File: src/hdl/bsfd_pkg.sv
`timescale 1ns / 1ps
`default_nettype none

package bsfd_pkg;

    localparam int unsigned FRAME_LEN  = 58;
    localparam int unsigned ADDR_W     = 6;
    localparam int unsigned VALUE_W    = 25;
    localparam int unsigned FIELD_ID_W = 5;

    localparam logic [ADDR_W-1:0]     SUM_POS    = 6'd57;
    localparam logic [FIELD_ID_W-1:0] LAST_FIELD = 5'd19;

    localparam logic [7:0] PREFIX_ZERO = 8'h58;  // 'X'
    localparam logic [7:0] PREFIX_NEG  = 8'h2D;  // '-'
    localparam logic [6:0] FLAG_MASK   = 7'h7F;

    // temp = raw*219 + floor((raw*392 + 500) / 1000) - 232*256
    localparam logic [23:0]        TEMP_MUL_INT  = 24'd219;
    localparam logic [VALUE_W-1:0] TEMP_MUL_FRAC = 25'd392;
    localparam logic [VALUE_W-1:0] TEMP_ROUND    = 25'd500;
    localparam logic [10:0]        TEMP_DIV      = 11'd1000;
    localparam logic [VALUE_W-1:0] TEMP_OFFSET   = 25'd59392;

    typedef enum logic [1:0] {
        KIND_PLAIN,
        KIND_CURRENT,
        KIND_TEMP,
        KIND_FLAG
    } t_field_kind;

    typedef struct packed {
        logic [ADDR_W-1:0] addr;
        logic [1:0]        len;
        t_field_kind       kind;
    } t_field_desc;

    function automatic t_field_desc field_desc(input logic [FIELD_ID_W-1:0] id);
        t_field_desc d;
        unique case (id)
            5'd0:    d = '{addr: 6'd25, len: 2'd1, kind: KIND_PLAIN};
            5'd1:    d = '{addr: 6'd51, len: 2'd2, kind: KIND_PLAIN};
            5'd2:    d = '{addr: 6'd53, len: 2'd2, kind: KIND_PLAIN};
            5'd3:    d = '{addr: 6'd55, len: 2'd2, kind: KIND_PLAIN};
            5'd4:    d = '{addr: 6'd40, len: 2'd1, kind: KIND_PLAIN};
            5'd5:    d = '{addr: 6'd0,  len: 2'd3, kind: KIND_PLAIN};
            5'd6:    d = '{addr: 6'd9,  len: 2'd3, kind: KIND_CURRENT};
            5'd7:    d = '{addr: 6'd3,  len: 2'd3, kind: KIND_CURRENT};
            5'd8:    d = '{addr: 6'd6,  len: 2'd3, kind: KIND_CURRENT};
            5'd9:    d = '{addr: 6'd49, len: 2'd2, kind: KIND_PLAIN};
            5'd10:   d = '{addr: 6'd34, len: 2'd3, kind: KIND_PLAIN};
            5'd11:   d = '{addr: 6'd12, len: 2'd2, kind: KIND_PLAIN};
            5'd12:   d = '{addr: 6'd14, len: 2'd1, kind: KIND_PLAIN};
            5'd13:   d = '{addr: 6'd15, len: 2'd2, kind: KIND_PLAIN};
            5'd14:   d = '{addr: 6'd17, len: 2'd1, kind: KIND_PLAIN};
            5'd15:   d = '{addr: 6'd18, len: 2'd2, kind: KIND_TEMP};
            5'd16:   d = '{addr: 6'd20, len: 2'd1, kind: KIND_PLAIN};
            5'd17:   d = '{addr: 6'd21, len: 2'd2, kind: KIND_TEMP};
            5'd18:   d = '{addr: 6'd23, len: 2'd1, kind: KIND_PLAIN};
            5'd19:   d = '{addr: 6'd30, len: 2'd1, kind: KIND_FLAG};
            default: d = '{addr: 6'd0,  len: 2'd1, kind: KIND_PLAIN};
        endcase
        return d;
    endfunction

endpackage

`default_nettype wire

File: src/hdl/bms_status_frame_decoder_top.sv
`timescale 1ns / 1ps
`default_nettype none

// Status frame decoder for a battery monitor link.
// Input channel: i_valid / o_stall with i_rx_byte, one frame byte per request.
// Bytes 0..56 are stored and summed; byte 57 is the 8-bit checksum.
// Output channel: o_valid / i_stall with o_field_id, o_field_value,
// o_frame_status and o_last_item.
// Bytes are taken one per cycle while the decoder is idle. After the
// checksum byte, a mismatch gives one request (status 1, last 1) once the
// output register is free. A match gives 20 field requests: each stored
// byte of a field is read (single read port of the frame memory) and then
// accumulated, then a post step and an emit follow; each temperature field
// adds the reciprocal divide by 1000. o_stall is high while a decode runs.
// A finished result waits in the output register while the next one is
// built; with i_stall high the sequencer holds until that register frees.
// Reset clears the byte counter, checksum and sequencer; frame memory
// content is not cleared and needs none, since every read byte is written
// earlier in the same frame.
module bms_status_frame_decoder_top (
    input  wire logic                                  i_clk,
    input  wire logic                                  i_rst_n,
    input  wire logic                                  i_valid,
    output logic                                       o_stall,
    input  wire logic [7:0]                            i_rx_byte,
    output logic                                       o_valid,
    input  wire logic                                  i_stall,
    output logic [bsfd_pkg::FIELD_ID_W-1:0]             o_field_id,
    output logic signed [bsfd_pkg::VALUE_W-1:0]         o_field_value,
    output logic                                       o_frame_status,
    output logic                                       o_last_item
);
    import bsfd_pkg::*;

    localparam logic [2:0] S_IDLE = 3'd0;
    localparam logic [2:0] S_BAD  = 3'd1;
    localparam logic [2:0] S_READ = 3'd2;
    localparam logic [2:0] S_ACC  = 3'd3;
    localparam logic [2:0] S_POST = 3'd4;
    localparam logic [2:0] S_DIV  = 3'd5;
    localparam logic [2:0] S_FIN  = 3'd6;
    localparam logic [2:0] S_EMIT = 3'd7;

    logic [7:0] mem [FRAME_LEN];

    logic [2:0]            r_state, n_state;
    logic [ADDR_W-1:0]     r_pos, n_pos;
    logic [7:0]            r_sum, n_sum;
    logic [FIELD_ID_W-1:0] r_fid, n_fid;
    logic [1:0]            r_cnt, n_cnt;
    logic [23:0]           r_acc, n_acc;
    logic [VALUE_W-1:0]    r_val, n_val;
    logic [23:0]           r_p_hi, n_p_hi;
    logic [7:0]            r_rd_data;

    logic                  r_ovalid, n_ovalid;
    logic [FIELD_ID_W-1:0] r_oid, n_oid;
    logic [VALUE_W-1:0]    r_oval, n_oval;
    logic                  r_ostat, n_ostat;
    logic                  r_olast, n_olast;

    t_field_desc        desc;
    logic [ADDR_W-1:0]  rd_addr;
    logic               in_acc;
    logic               wr_en;
    logic               out_free;
    logic               div_start;
    logic [VALUE_W-1:0] div_num;
    logic               div_done;
    logic [VALUE_W-1:0] div_quot;
    logic [15:0]        raw16;

    assign desc     = field_desc(r_fid);
    assign rd_addr  = desc.addr + {4'b0, r_cnt};
    assign o_stall  = (r_state != S_IDLE);
    assign in_acc   = i_valid && !o_stall;
    assign wr_en    = in_acc && (r_pos != SUM_POS);
    assign out_free = !r_ovalid || !i_stall;
    assign raw16    = r_acc[15:0];
    assign div_num  = {9'b0, raw16} * TEMP_MUL_FRAC + TEMP_ROUND;

    bsfd_div_unit u_div (
        .i_clk   (i_clk),
        .i_rst_n (i_rst_n),
        .i_start (div_start),
        .i_num   (div_num),
        .o_done  (div_done),
        .o_quot  (div_quot)
    );

    always_ff @(posedge i_clk) begin
        if (wr_en) begin
            mem[r_pos] <= i_rx_byte;
        end
        if (r_state == S_READ) begin
            r_rd_data <= mem[rd_addr];
        end
    end

    always_comb begin
        n_state   = r_state;
        n_pos     = r_pos;
        n_sum     = r_sum;
        n_fid     = r_fid;
        n_cnt     = r_cnt;
        n_acc     = r_acc;
        n_val     = r_val;
        n_p_hi    = r_p_hi;
        div_start = 1'b0;
        n_ovalid  = r_ovalid && i_stall;
        n_oid     = r_oid;
        n_oval    = r_oval;
        n_ostat   = r_ostat;
        n_olast   = r_olast;

        unique case (r_state)
            S_IDLE: begin
                if (in_acc) begin
                    if (r_pos != SUM_POS) begin
                        n_pos = r_pos + 6'd1;
                        n_sum = r_sum + i_rx_byte;
                    end else begin
                        n_pos = '0;
                        n_sum = '0;
                        n_fid = '0;
                        n_cnt = '0;
                        n_acc = '0;
                        n_state = (r_sum != i_rx_byte) ? S_BAD : S_READ;
                    end
                end
            end
            S_BAD: begin
                if (out_free) begin
                    n_ovalid = 1'b1;
                    n_oid    = '0;
                    n_oval   = '0;
                    n_ostat  = 1'b1;
                    n_olast  = 1'b1;
                    n_state  = S_IDLE;
                end
            end
            S_READ: begin
                n_state = S_ACC;
            end
            S_ACC: begin
                n_acc = {r_acc[15:0], r_rd_data};
                if (r_cnt == desc.len - 2'd1) begin
                    n_state = S_POST;
                end else begin
                    n_cnt   = r_cnt + 2'd1;
                    n_state = S_READ;
                end
            end
            S_POST: begin
                n_state = S_EMIT;
                unique case (desc.kind)
                    KIND_PLAIN: n_val = {1'b0, r_acc};
                    KIND_FLAG:  n_val = {18'b0, r_acc[6:0] & FLAG_MASK};
                    KIND_CURRENT: begin
                        // prefix byte selects zero, negative or positive magnitude
                        if (r_acc[23:16] == PREFIX_ZERO) begin
                            n_val = '0;
                        end else if (r_acc[23:16] == PREFIX_NEG) begin
                            n_val = '0 - {9'b0, raw16};
                        end else begin
                            n_val = {9'b0, raw16};
                        end
                    end
                    KIND_TEMP: begin
                        n_p_hi    = {8'b0, raw16} * TEMP_MUL_INT;
                        div_start = 1'b1;
                        n_state   = S_DIV;
                    end
                    default: n_val = {1'b0, r_acc};
                endcase
            end
            S_DIV: begin
                if (div_done) begin
                    n_state = S_FIN;
                end
            end
            S_FIN: begin
                n_val   = {1'b0, r_p_hi} + div_quot - TEMP_OFFSET;
                n_state = S_EMIT;
            end
            S_EMIT: begin
                if (out_free) begin
                    n_ovalid = 1'b1;
                    n_oid    = r_fid;
                    n_oval   = r_val;
                    n_ostat  = 1'b0;
                    n_olast  = (r_fid == LAST_FIELD);
                    if (r_fid == LAST_FIELD) begin
                        n_state = S_IDLE;
                    end else begin
                        n_fid   = r_fid + 5'd1;
                        n_cnt   = '0;
                        n_acc   = '0;
                        n_state = S_READ;
                    end
                end
            end
            default: n_state = S_IDLE;
        endcase
    end

    always_ff @(posedge i_clk) begin
        if (!i_rst_n) begin
            r_state  <= S_IDLE;
            r_pos    <= '0;
            r_sum    <= '0;
            r_ovalid <= 1'b0;
        end else begin
            r_state  <= n_state;
            r_pos    <= n_pos;
            r_sum    <= n_sum;
            r_ovalid <= n_ovalid;
        end
    end

    always_ff @(posedge i_clk) begin
        r_fid   <= n_fid;
        r_cnt   <= n_cnt;
        r_acc   <= n_acc;
        r_val   <= n_val;
        r_p_hi  <= n_p_hi;
        r_oid   <= n_oid;
        r_oval  <= n_oval;
        r_ostat <= n_ostat;
        r_olast <= n_olast;
    end

    assign o_valid        = r_ovalid;
    assign o_field_id     = r_oid;
    assign o_field_value  = r_oval;
    assign o_frame_status = r_ostat;
    assign o_last_item    = r_olast;

    a_bad_frame_shape: assert property (@(posedge i_clk) disable iff (!i_rst_n)
        (o_valid && o_frame_status) |-> (o_last_item && o_field_id == '0 && o_field_value == '0))
        else $error("bad checksum result malformed");

    a_last_on_final_field: assert property (@(posedge i_clk) disable iff (!i_rst_n)
        (o_valid && !o_frame_status) |-> (o_last_item == (o_field_id == LAST_FIELD)))
        else $error("last_item not on final field");

    a_checksum_restart: assert property (@(posedge i_clk) disable iff (!i_rst_n)
        (in_acc && r_pos == SUM_POS) |=> (r_pos == '0 && r_sum == '0 && r_state != S_IDLE))
        else $error("frame counter did not restart after checksum byte");

    a_div_only_temp: assert property (@(posedge i_clk) disable iff (!i_rst_n)
        (r_state == S_DIV || r_state == S_FIN) |-> (desc.kind == KIND_TEMP))
        else $error("divider used on non-temperature field");

endmodule

`default_nettype wire

File: src/hdl/bsfd_div_unit.sv
`timescale 1ns / 1ps
`default_nettype none

// Divide by TEMP_DIV with a reciprocal multiply. The dividend is loaded on
// i_start and multiplied in the next cycle; o_done pulses the cycle after.
// ceil(2^35 / 1000) gives the exact floor for any dividend below 2^25.
module bsfd_div_unit (
    input  wire logic                        i_clk,
    input  wire logic                        i_rst_n,
    input  wire logic                        i_start,
    input  wire logic [bsfd_pkg::VALUE_W-1:0] i_num,
    output logic                             o_done,
    output logic [bsfd_pkg::VALUE_W-1:0]      o_quot
);
    import bsfd_pkg::*;

    localparam logic [25:0] RECIP = 26'd34359739;

    logic               r_busy;
    logic               r_done;
    logic [VALUE_W-1:0] r_num;
    logic [50:0]        r_prod;

    always_ff @(posedge i_clk) begin
        if (!i_rst_n) begin
            r_busy <= 1'b0;
            r_done <= 1'b0;
        end else begin
            r_busy <= i_start;
            r_done <= r_busy;
        end
    end

    always_ff @(posedge i_clk) begin
        if (i_start) begin
            r_num <= i_num;
        end
        if (r_busy) begin
            r_prod <= {26'b0, r_num} * {25'b0, RECIP};
        end
    end

    // quotient is the product shifted down by 35
    assign o_done = r_done;
    assign o_quot = {9'b0, r_prod[50:35]};

endmodule

`default_nettype wire
File: config.mk
export PLATFORM = sky130hd
export DESIGN_NAME = bms_status_frame_decoder_top
export DESIGN_NICKNAME = d
export VERILOG_FILES = /design/src/hdl/bsfd_pkg.sv /design/src/hdl/bms_status_frame_decoder_top.sv /design/src/hdl/bsfd_div_unit.sv
export SDC_FILE = /design/constraint.sdc
export NUM_CORES = 2
export LEC_CHECK = 0
export ABC_AREA = 1
export BUFFER_PORTS_ARGS = -buffer_cell sky130_fd_sc_hd__buf_4
export CORE_MARGIN = 2
export CORE_UTILIZATION = 50
export DETAILED_ROUTE_END_ITERATION = 12
export PLACE_DENSITY = 0.73
export SLEW_MARGIN = 20
export SYNTH_ARGS = -nofsm -noshare
export SYNTH_HDL_FRONTEND = slang
export SYNTH_SLANG_ARGS = --single-unit
export TNS_END_PERCENT = 100
File: constraint.sdc
create_clock -name i_clk -period 5.3 [get_ports i_clk]
set_clock_uncertainty 0.2 [all_clocks]
set_input_delay 0.795 -clock i_clk [delete_from_list [all_inputs] [get_ports i_clk]]
set_output_delay 0.795 -clock i_clk [all_outputs]
set_load 0.005 [all_outputs]
# Word-level counts from Yosys, hierarchy flattened

Memory sizes are Yosys's and may differ from the RTL's. A register that Yosys moved wholly into a read port is not among the register bits.
Index checks and enable logic that the tools add are counted.

Memories kept: 2
Bits in registers: 208
Bits in read-only memories: 320
Output and inout port bits: 34
Input port bits: 12
Memory bits (writable): 464

Memory list:

| memory          | words | width | read ports | clocked after memory_dff | wr ports | RTL line                           | source |
|---|---|---|---|---|---|---|---|
| mem             | 58    | 8     | 1          | 1                        | 1        | bms_status_frame_decoder_top.sv:44 | `logic [7:0] mem [FRAME_LEN];` |
| (no name shown) | 32    | 10    | 1          | 1                        | 0        | bsfd_pkg.sv:40                     | `unique case (id)` |

$mul: 3
Mux-type cells: 50
Add/sub/neg operators: 10
Equal/unequal tests: 24
Reductions and logical operators: 23

Operators by type and width:

| operator                                            | number |
|---|---|
| two-way mux 25 bit                                  | 4 |
| case mux 25 bit (2 select lines)                    | 2 |
| two-way mux 24 bit                                  | 4 |
| case mux 25 bit (3 select lines)                    | 1 |
| case mux 24 bit (3 select lines)                    | 1 |
| multiplier 25 x 26 -> 51 bit, second input constant | 1 |
| two-way mux 5 bit                                   | 7 |
| adder 24 x 16 -> 25 bit                             | 1 |
| adder 25 x 9 -> 25 bit, second input constant       | 1 |
| subtractor 25 x 16 -> 25 bit, second input constant | 1 |
| multiplier 16 x 8 -> 24 bit, second input constant  | 1 |
| case mux 3 bit (8 select lines)                     | 1 |
| multiplier 16 x 6 -> 22 bit, second input constant  | 1 |
| case mux 5 bit (2 select lines)                     | 2 |
| two-way mux 3 bit                                   | 6 |
| subtractor 1 x 16 -> 17 bit, first input constant   | 1 |
| two-way mux 2 bit                                   | 8 |
| AND reduction 5 bit                                 | 3 |
| equality test 3 bit, second input constant          | 4 |
| != test 2 bit, second input constant                | 6 |
| two-way mux 1 bit                                   | 9 |
| adder 8 bit                                         | 1 |
| equality test 8 x 6 -> 1 bit, second input constant | 1 |
| equality test 8 x 7 -> 1 bit, second input constant | 1 |
| 30 further kinds                                    | 42 |

# Logic depth before layout (Yosys ltp)

Depth in word-level cells: 6
Mapped depth: 26
Gate-level depth less buffers: 26

# Modules after synthesis

Synthesis repeated with hierarchy kept, for this count alone.

Cell total of the unflattened synthesis: 4776
Area total of the unflattened synthesis: 45304.7 um^2

By module, submodules not included:

| module                       | cells each | area an instance (um^2) | seq. area each (um^2) | times used |
|---|---|---|---|---|
| bms_status_frame_decoder_top | 3200       | 32423.6                 | 18097.4               | 1 |
| bsfd_div_unit                | 1576       | 12881.1                 | 1271.2                | 1 |

# Worst setup path before layout

OpenSTA, ideal clock, no wires.

Path kind: reg-to-reg
Start point: reg u_div.r_num[16]
End point: reg u_div.r_prod[39], data pin
Required time: 4.847 ns
Arrival time: 5.243 ns
Path buffers: 0
Period minus slack after synthesis: 5.696 ns
Library setup time: 0.253 ns
Stages on the path, launching flop included: 20
Setup slack: -0.396 ns
Path through: edfxtp_1 -> ha_1 -> fa_1 -> inv_1 -> fa_1 -> inv_1 -> fa_1 -> fa_1 -> fa_1 -> inv_1 -> fa_1 -> inv_1 -> ha_1 -> nand2_1 -> nor2_1 -> nand2_1 -> nor3_1 -> nand4_1 -> nand4_1 -> nand2_1

Cells in the longest elaborated chain, start to end: 1

Ends and longest elaborated chain:

| item                         | RTL line            | source |
|---|---|---|
| from (decl)                  | bsfd_div_unit.sv:21 | `logic [VALUE_W-1:0] r_num;` |
| from (signal assigned)       | bsfd_div_unit.sv:36 | `r_num <= i_num;` |
| multiplier 25 x 26 -> 51 bit | bsfd_div_unit.sv:39 | `r_prod <= {26'b0, r_num} * {25'b0, RECIP};` |
| to (signal assigned)         | bsfd_div_unit.sv:39 |  |
| to (decl)                    | bsfd_div_unit.sv:22 | `logic [50:0] r_prod;` |

No other way between the ends.
A chain may end at the register's enable or synchronous reset.

# Worst setup path after layout

Start point: reg u_div.r_num[14]
End point: reg u_div.r_prod[43], data pin

Same word-level chain as after synthesis.

==> results.md <==
Outcome:
- The flow ran to the end, but the final reports show violations.
- The final reports fail on setup timing.

Yosys:
- During synthesis, Yosys emitted a total of 0 warnings.
- After synthesis, the share of flip-flops with an asynchronous set or reset is 0%.
- In the post-synthesis netlist, the cell with the most instances is inv_1.
- Ranked by instance count, the synthesized netlist is headed by 675 x inv_1, 621 x edfxtp_1, 578 x nand2_1.
- Counting flops and latches in the post-synthesis netlist gives 651.
- The synthesized cell area is 43,100 um2.
- By area the synthesized netlist is led by edfxtp_1 43%, ha_1 12%, fa_1 11%.
- The number of synthesized flops with an enable pin is 621.
- The number of nets in the synthesized netlist is 5,010.
- The fraction of synthesized cell area taken by the top area cell type is 43.3%.
- In this run, distinct cell masters in the synthesized netlist total 56.
- The cell count after synthesis came out at 4,352.
- The most used flip-flop cell after synthesis is edfxtp_1.
- The library cell with the largest summed area after synthesis is edfxtp_1.
- The mean instance size in the synthesized netlist is 9.89 um2.
- The share of the Yosys chip area taken by registers is 44.7%.

Pwr:
- Cell internal power was estimated by the tool at 12.4 mW.
- Net switching is 43.2% of the power.
- In this run, the clock network consumes 22.6% of the power.
- Registers are responsible for 28.7% of the overall power.
- Across the VDD grid, the largest voltage drop is roughly 0.44 mV.
- Dividing total power by cell area gives a power density of 442 nW/um2.
- The leakage power figure is 21.0 nW.
- The combinational group share of total power is 48.7%.
- The switching power of the nets is 9.41 mW.

Clock tree:
- The clock latency reported for the late side of the worst-skew pair is 0.66 ns.
- For this design, the CTS-stage hold fixing added 0 buffers.
- The tree is rooted in a clkbuf_16.
- Clock tree synthesis found a total of 651 sinks.
- In this run, CTS created clock tree buffers numbering 70.
- The H-tree generated during clock tree synthesis spans 3 levels.
- The clock-pin slew reported for the worst setup and hold paths after clock tree synthesis is 0.06 ns.
- The TritonCTS clock tree is yes.
- In this run the deepest clock path goes through 3 buffers.

Finish:
- The area growth from synthesis to layout is 14.3%.
- The number of nets in the finished design is 5,224.
- The proportion of layout cells with a drive suffix above 1 is 12.4%.
- The post-layout instance count excluding filler cells is 5,766.
- Once layout is complete, the utilization of the core stands at 57.7%.
- The layout filler cell count is 7,201.

Route:
- The detailed-router iteration count before antenna repair is 7.
- The total wire length after detailed routing is 112 mm.
- The final route contains 31,700 vias.
- Dividing the detail-routed via count by the number of cells gives 5.50.
- In the final routed layout, each cell accounts on average for 19.5 um.
- After detailed routing, the number of remaining DRC violations is 0.
- The detailed router's first-iteration violation count is 2,728.
- The antenna violation net count after detailed routing is 0.

Global routing:
- The largest net degree at the start of global routing is 233.
- The initial antenna violation count is 0.
- The via count of the first global-routing pass came to 31,700.
- The first-pass GRT wire length is 175 mm.
- The overall track demand over capacity in global routing is 25.2%.
- The total congestion overflow is 0.

Worst setup path:
- The highest net fanout along the worst path is 4.
- The critical path goes through buf_6 > inv_4 > ha_4 > buf_4 > fa_1 > inv_2 > fa_1 > fa_2 > fa_1 > fa_1 > inv_1 > fa_1 > inv_2 > ha_4 > nand2_4 > nor2_4 > buf_6 > buf_6 > nand3_2 > nor2_2 > a21oi_1 > nand2_1 > xor2_1.
- The sum of buffers and inverters on the critical path is 8.
- The largest individual stage delay along the critical path comes from the cell fa_2.
- The required time reported for the critical path endpoint is between 5 and 6 ns.
- STA classifies the critical path endpoint as a register.
- For this run, the slowest stage of the critical path takes 0.61 ns.
- The worst setup path is of the reg -> reg kind.
- On the critical path the largest part of the delay comes from adder cells.
- The critical path startpoint category is a register.
- For the worst setup path, the data arrival time is about 6.0 ns.
- The cell type with the highest occurrence count on the critical path is fa_1.

Placement:
- Once placement completed, the tool counted placed cells totaling 5,616.
- Detailed placement ended at an HPWL of approximately 81 mm.
- Buffers placed on the I/O ports in this run total 45.
- The setup slack at placement is -0.592 ns.
- The placer's final routability congestion estimate is ~1.

STA:
- The relative slew slack is between 10% and 20%.
- The maximum clock rate is 174 MHz.
- Setup repair after global routing could not meet its margin everywhere.
- The post-layout worst setup margin is -0.434 ns.
- Across all hold checks on the routed design, the worst slack comes to 0.270 ns.
- Setup violations remaining at the end of the flow were counted as 16.
- The final number of max-transition violations is 0.
- The final period demand of the worst path is 5.73 ns.
- The final hold violation count came to 0.
- The measured slew at the worst slew-check pin is 1.22 ns.
- Of the available clock period, the critical path in the final layout requires 108%.

Die:
- For this configuration, the core starts out at a cell density of 50.5%.
- The die width is 297 um.
- The area of the die is slightly below 90,000 um2.
- Pin placement for this block handled 46 I/O pins.
- The floorplan has 107 rows.
- Measured along the y axis, the die boundary spans 297 um.
- In this run the standard cell core region covers 85,300 um2.

Worst hold path:
- The path category of the worst min-delay check is reg -> reg.

Flow run:
- Max-cap violations in this run came to 0.
[tightest hold or removal path: stages, from the launching register on]
cell and delay, ns:
dfxtp_1 0.31, nand2_1 0.06, a21oi_1 0.06
[per-stage QoR]
step	cell area, um2	power [mW]	TNS (ns)
2_1_floorplan	43200	13.6	-1.80
3_3_place_gp	46100	16.6	-6.34
3_5_place_dp	46100	16.8	-7.05
4_1_cts	48900	21.7	-5.51
5_1_grt	49200	23.2	-9.33
6_report	49200	21.8	-5.60
[power by group through the flow]
stage | combinational, mW | clock (mW) | sequential [mW]
final | 10.6 | 4.92 | 6.25
after detailed placement | 10.4 | 0 | 6.36
after floorplan | 7.28 | 0 | 6.35
after global placement | 10.2 | 0 | 6.35
after global routing | 11.7 | 5.17 | 6.26
after CTS | 10.5 | 4.98 | 6.25
[worst paths after layout]
| path | startpoint | to | slack [ns] | cells after the start |
|---|---|---|---|---|
| max | u_div.r_num[14]$_DFFE_PP_ | u_div.r_prod[43]$_DFFE_PP_ | -0.43 | 23 |
| min | r_sum[0]$_SDFFE_PN0P_ | r_sum[0]$_SDFFE_PN0P_ | 0.27 | 2 |
| max reg2reg | u_div.r_num[14]$_DFFE_PP_ | u_div.r_prod[43]$_DFFE_PP_ | -0.43 | 23 |
| min reg2reg | r_sum[0]$_SDFFE_PN0P_ | r_sum[0]$_SDFFE_PN0P_ | 0.27 | 2 |
[sequential cells by signal (all words and copies together) (netlist names), 10 cells and up]
name           flops
r_p_hi            24
mem              464
o_field_value     25
r_val             25
r_acc             24
desc              10
u_div.r_num       21
u_div.r_prod      16
[per-layer routing]
| layer | part of all wire [%] | vias up | GRT usage [%] |
|---|---|---|---|
| met2 | 49 | 1116 | 43.6 |
| met4 | 3.7 | 0 | 8.67 |
| li1 | - | 15100 | - |
| met3 | 6.1 | 205 | 3.43 |
| met1 | 41 | 15300 | 32.5 |
| met5 | 0 | - | 0 |
[placed cells by master (no fill, tap or decap), types with 13 or more instances in the layout]
cell type,instances
nand2_2,20
o21ai_0,323
o211ai_1,77
nor3_1,32
nand4_1,50
clkbuf_1,14
o22ai_1,45
inv_1,645
ha_1,375
edfxtp_1,621
nand3_1,207
a21oi_1,123
xor2_1,35
inv_2,32
nand2_1,555
fa_1,235
ha_4,20
a21oi_2,21
clkbuf_16,70
dfxtp_1,30
xnor2_1,19
clkinv_1,18
o21ai_2,13
nor2_1,523
o221ai_1,43
buf_4,243
o21ai_1,18
nor2_2,27
[area by class of cell]
cell class / count / area (um2) / share of cell area [%]
tap: 1144 / 1430 / 2.91
sequential: 651 / 19200 / 39.1
multi-input combinational: 2900 / 21600 / 43.8
inverter: 684 / 2580 / 5.24
antenna: 1 / 2.50 / 0.00508
clock buffer: 86 / 1830 / 3.72
clock inverter: 41 / 505 / 1.03
timing repair buffer: 259 / 2060 / 4.18
[logic make-up (layout without fill, tap and decap cells)]
logic type / after synthesis / count (layout) / synth area share, %
flip-flops: 651 / 651 / 44.7
other: 0 / 1 / 0
adder cells (fa/ha/maj): 646 / 646 / 23.0
buffers and inverters: 801 / 1070 / 7.07
AO/OA/AOI/OAI: 718 / 718 / 9.70
XOR/XNOR: 55 / 55 / 1.12
AND/OR/NAND/NOR: 1481 / 1481 / 14.4
[timing repair]
| action | in CTS | in global routing |
|---|---|---|
| pin swaps | 50 | 25 |
| resized for setup | 112 | 67 |
| endpoints found under the setup margin | 16 | 16 |
| buffers inserted | 16 | 5 |
Note: power is estimated with default switching activity, not from simulation.
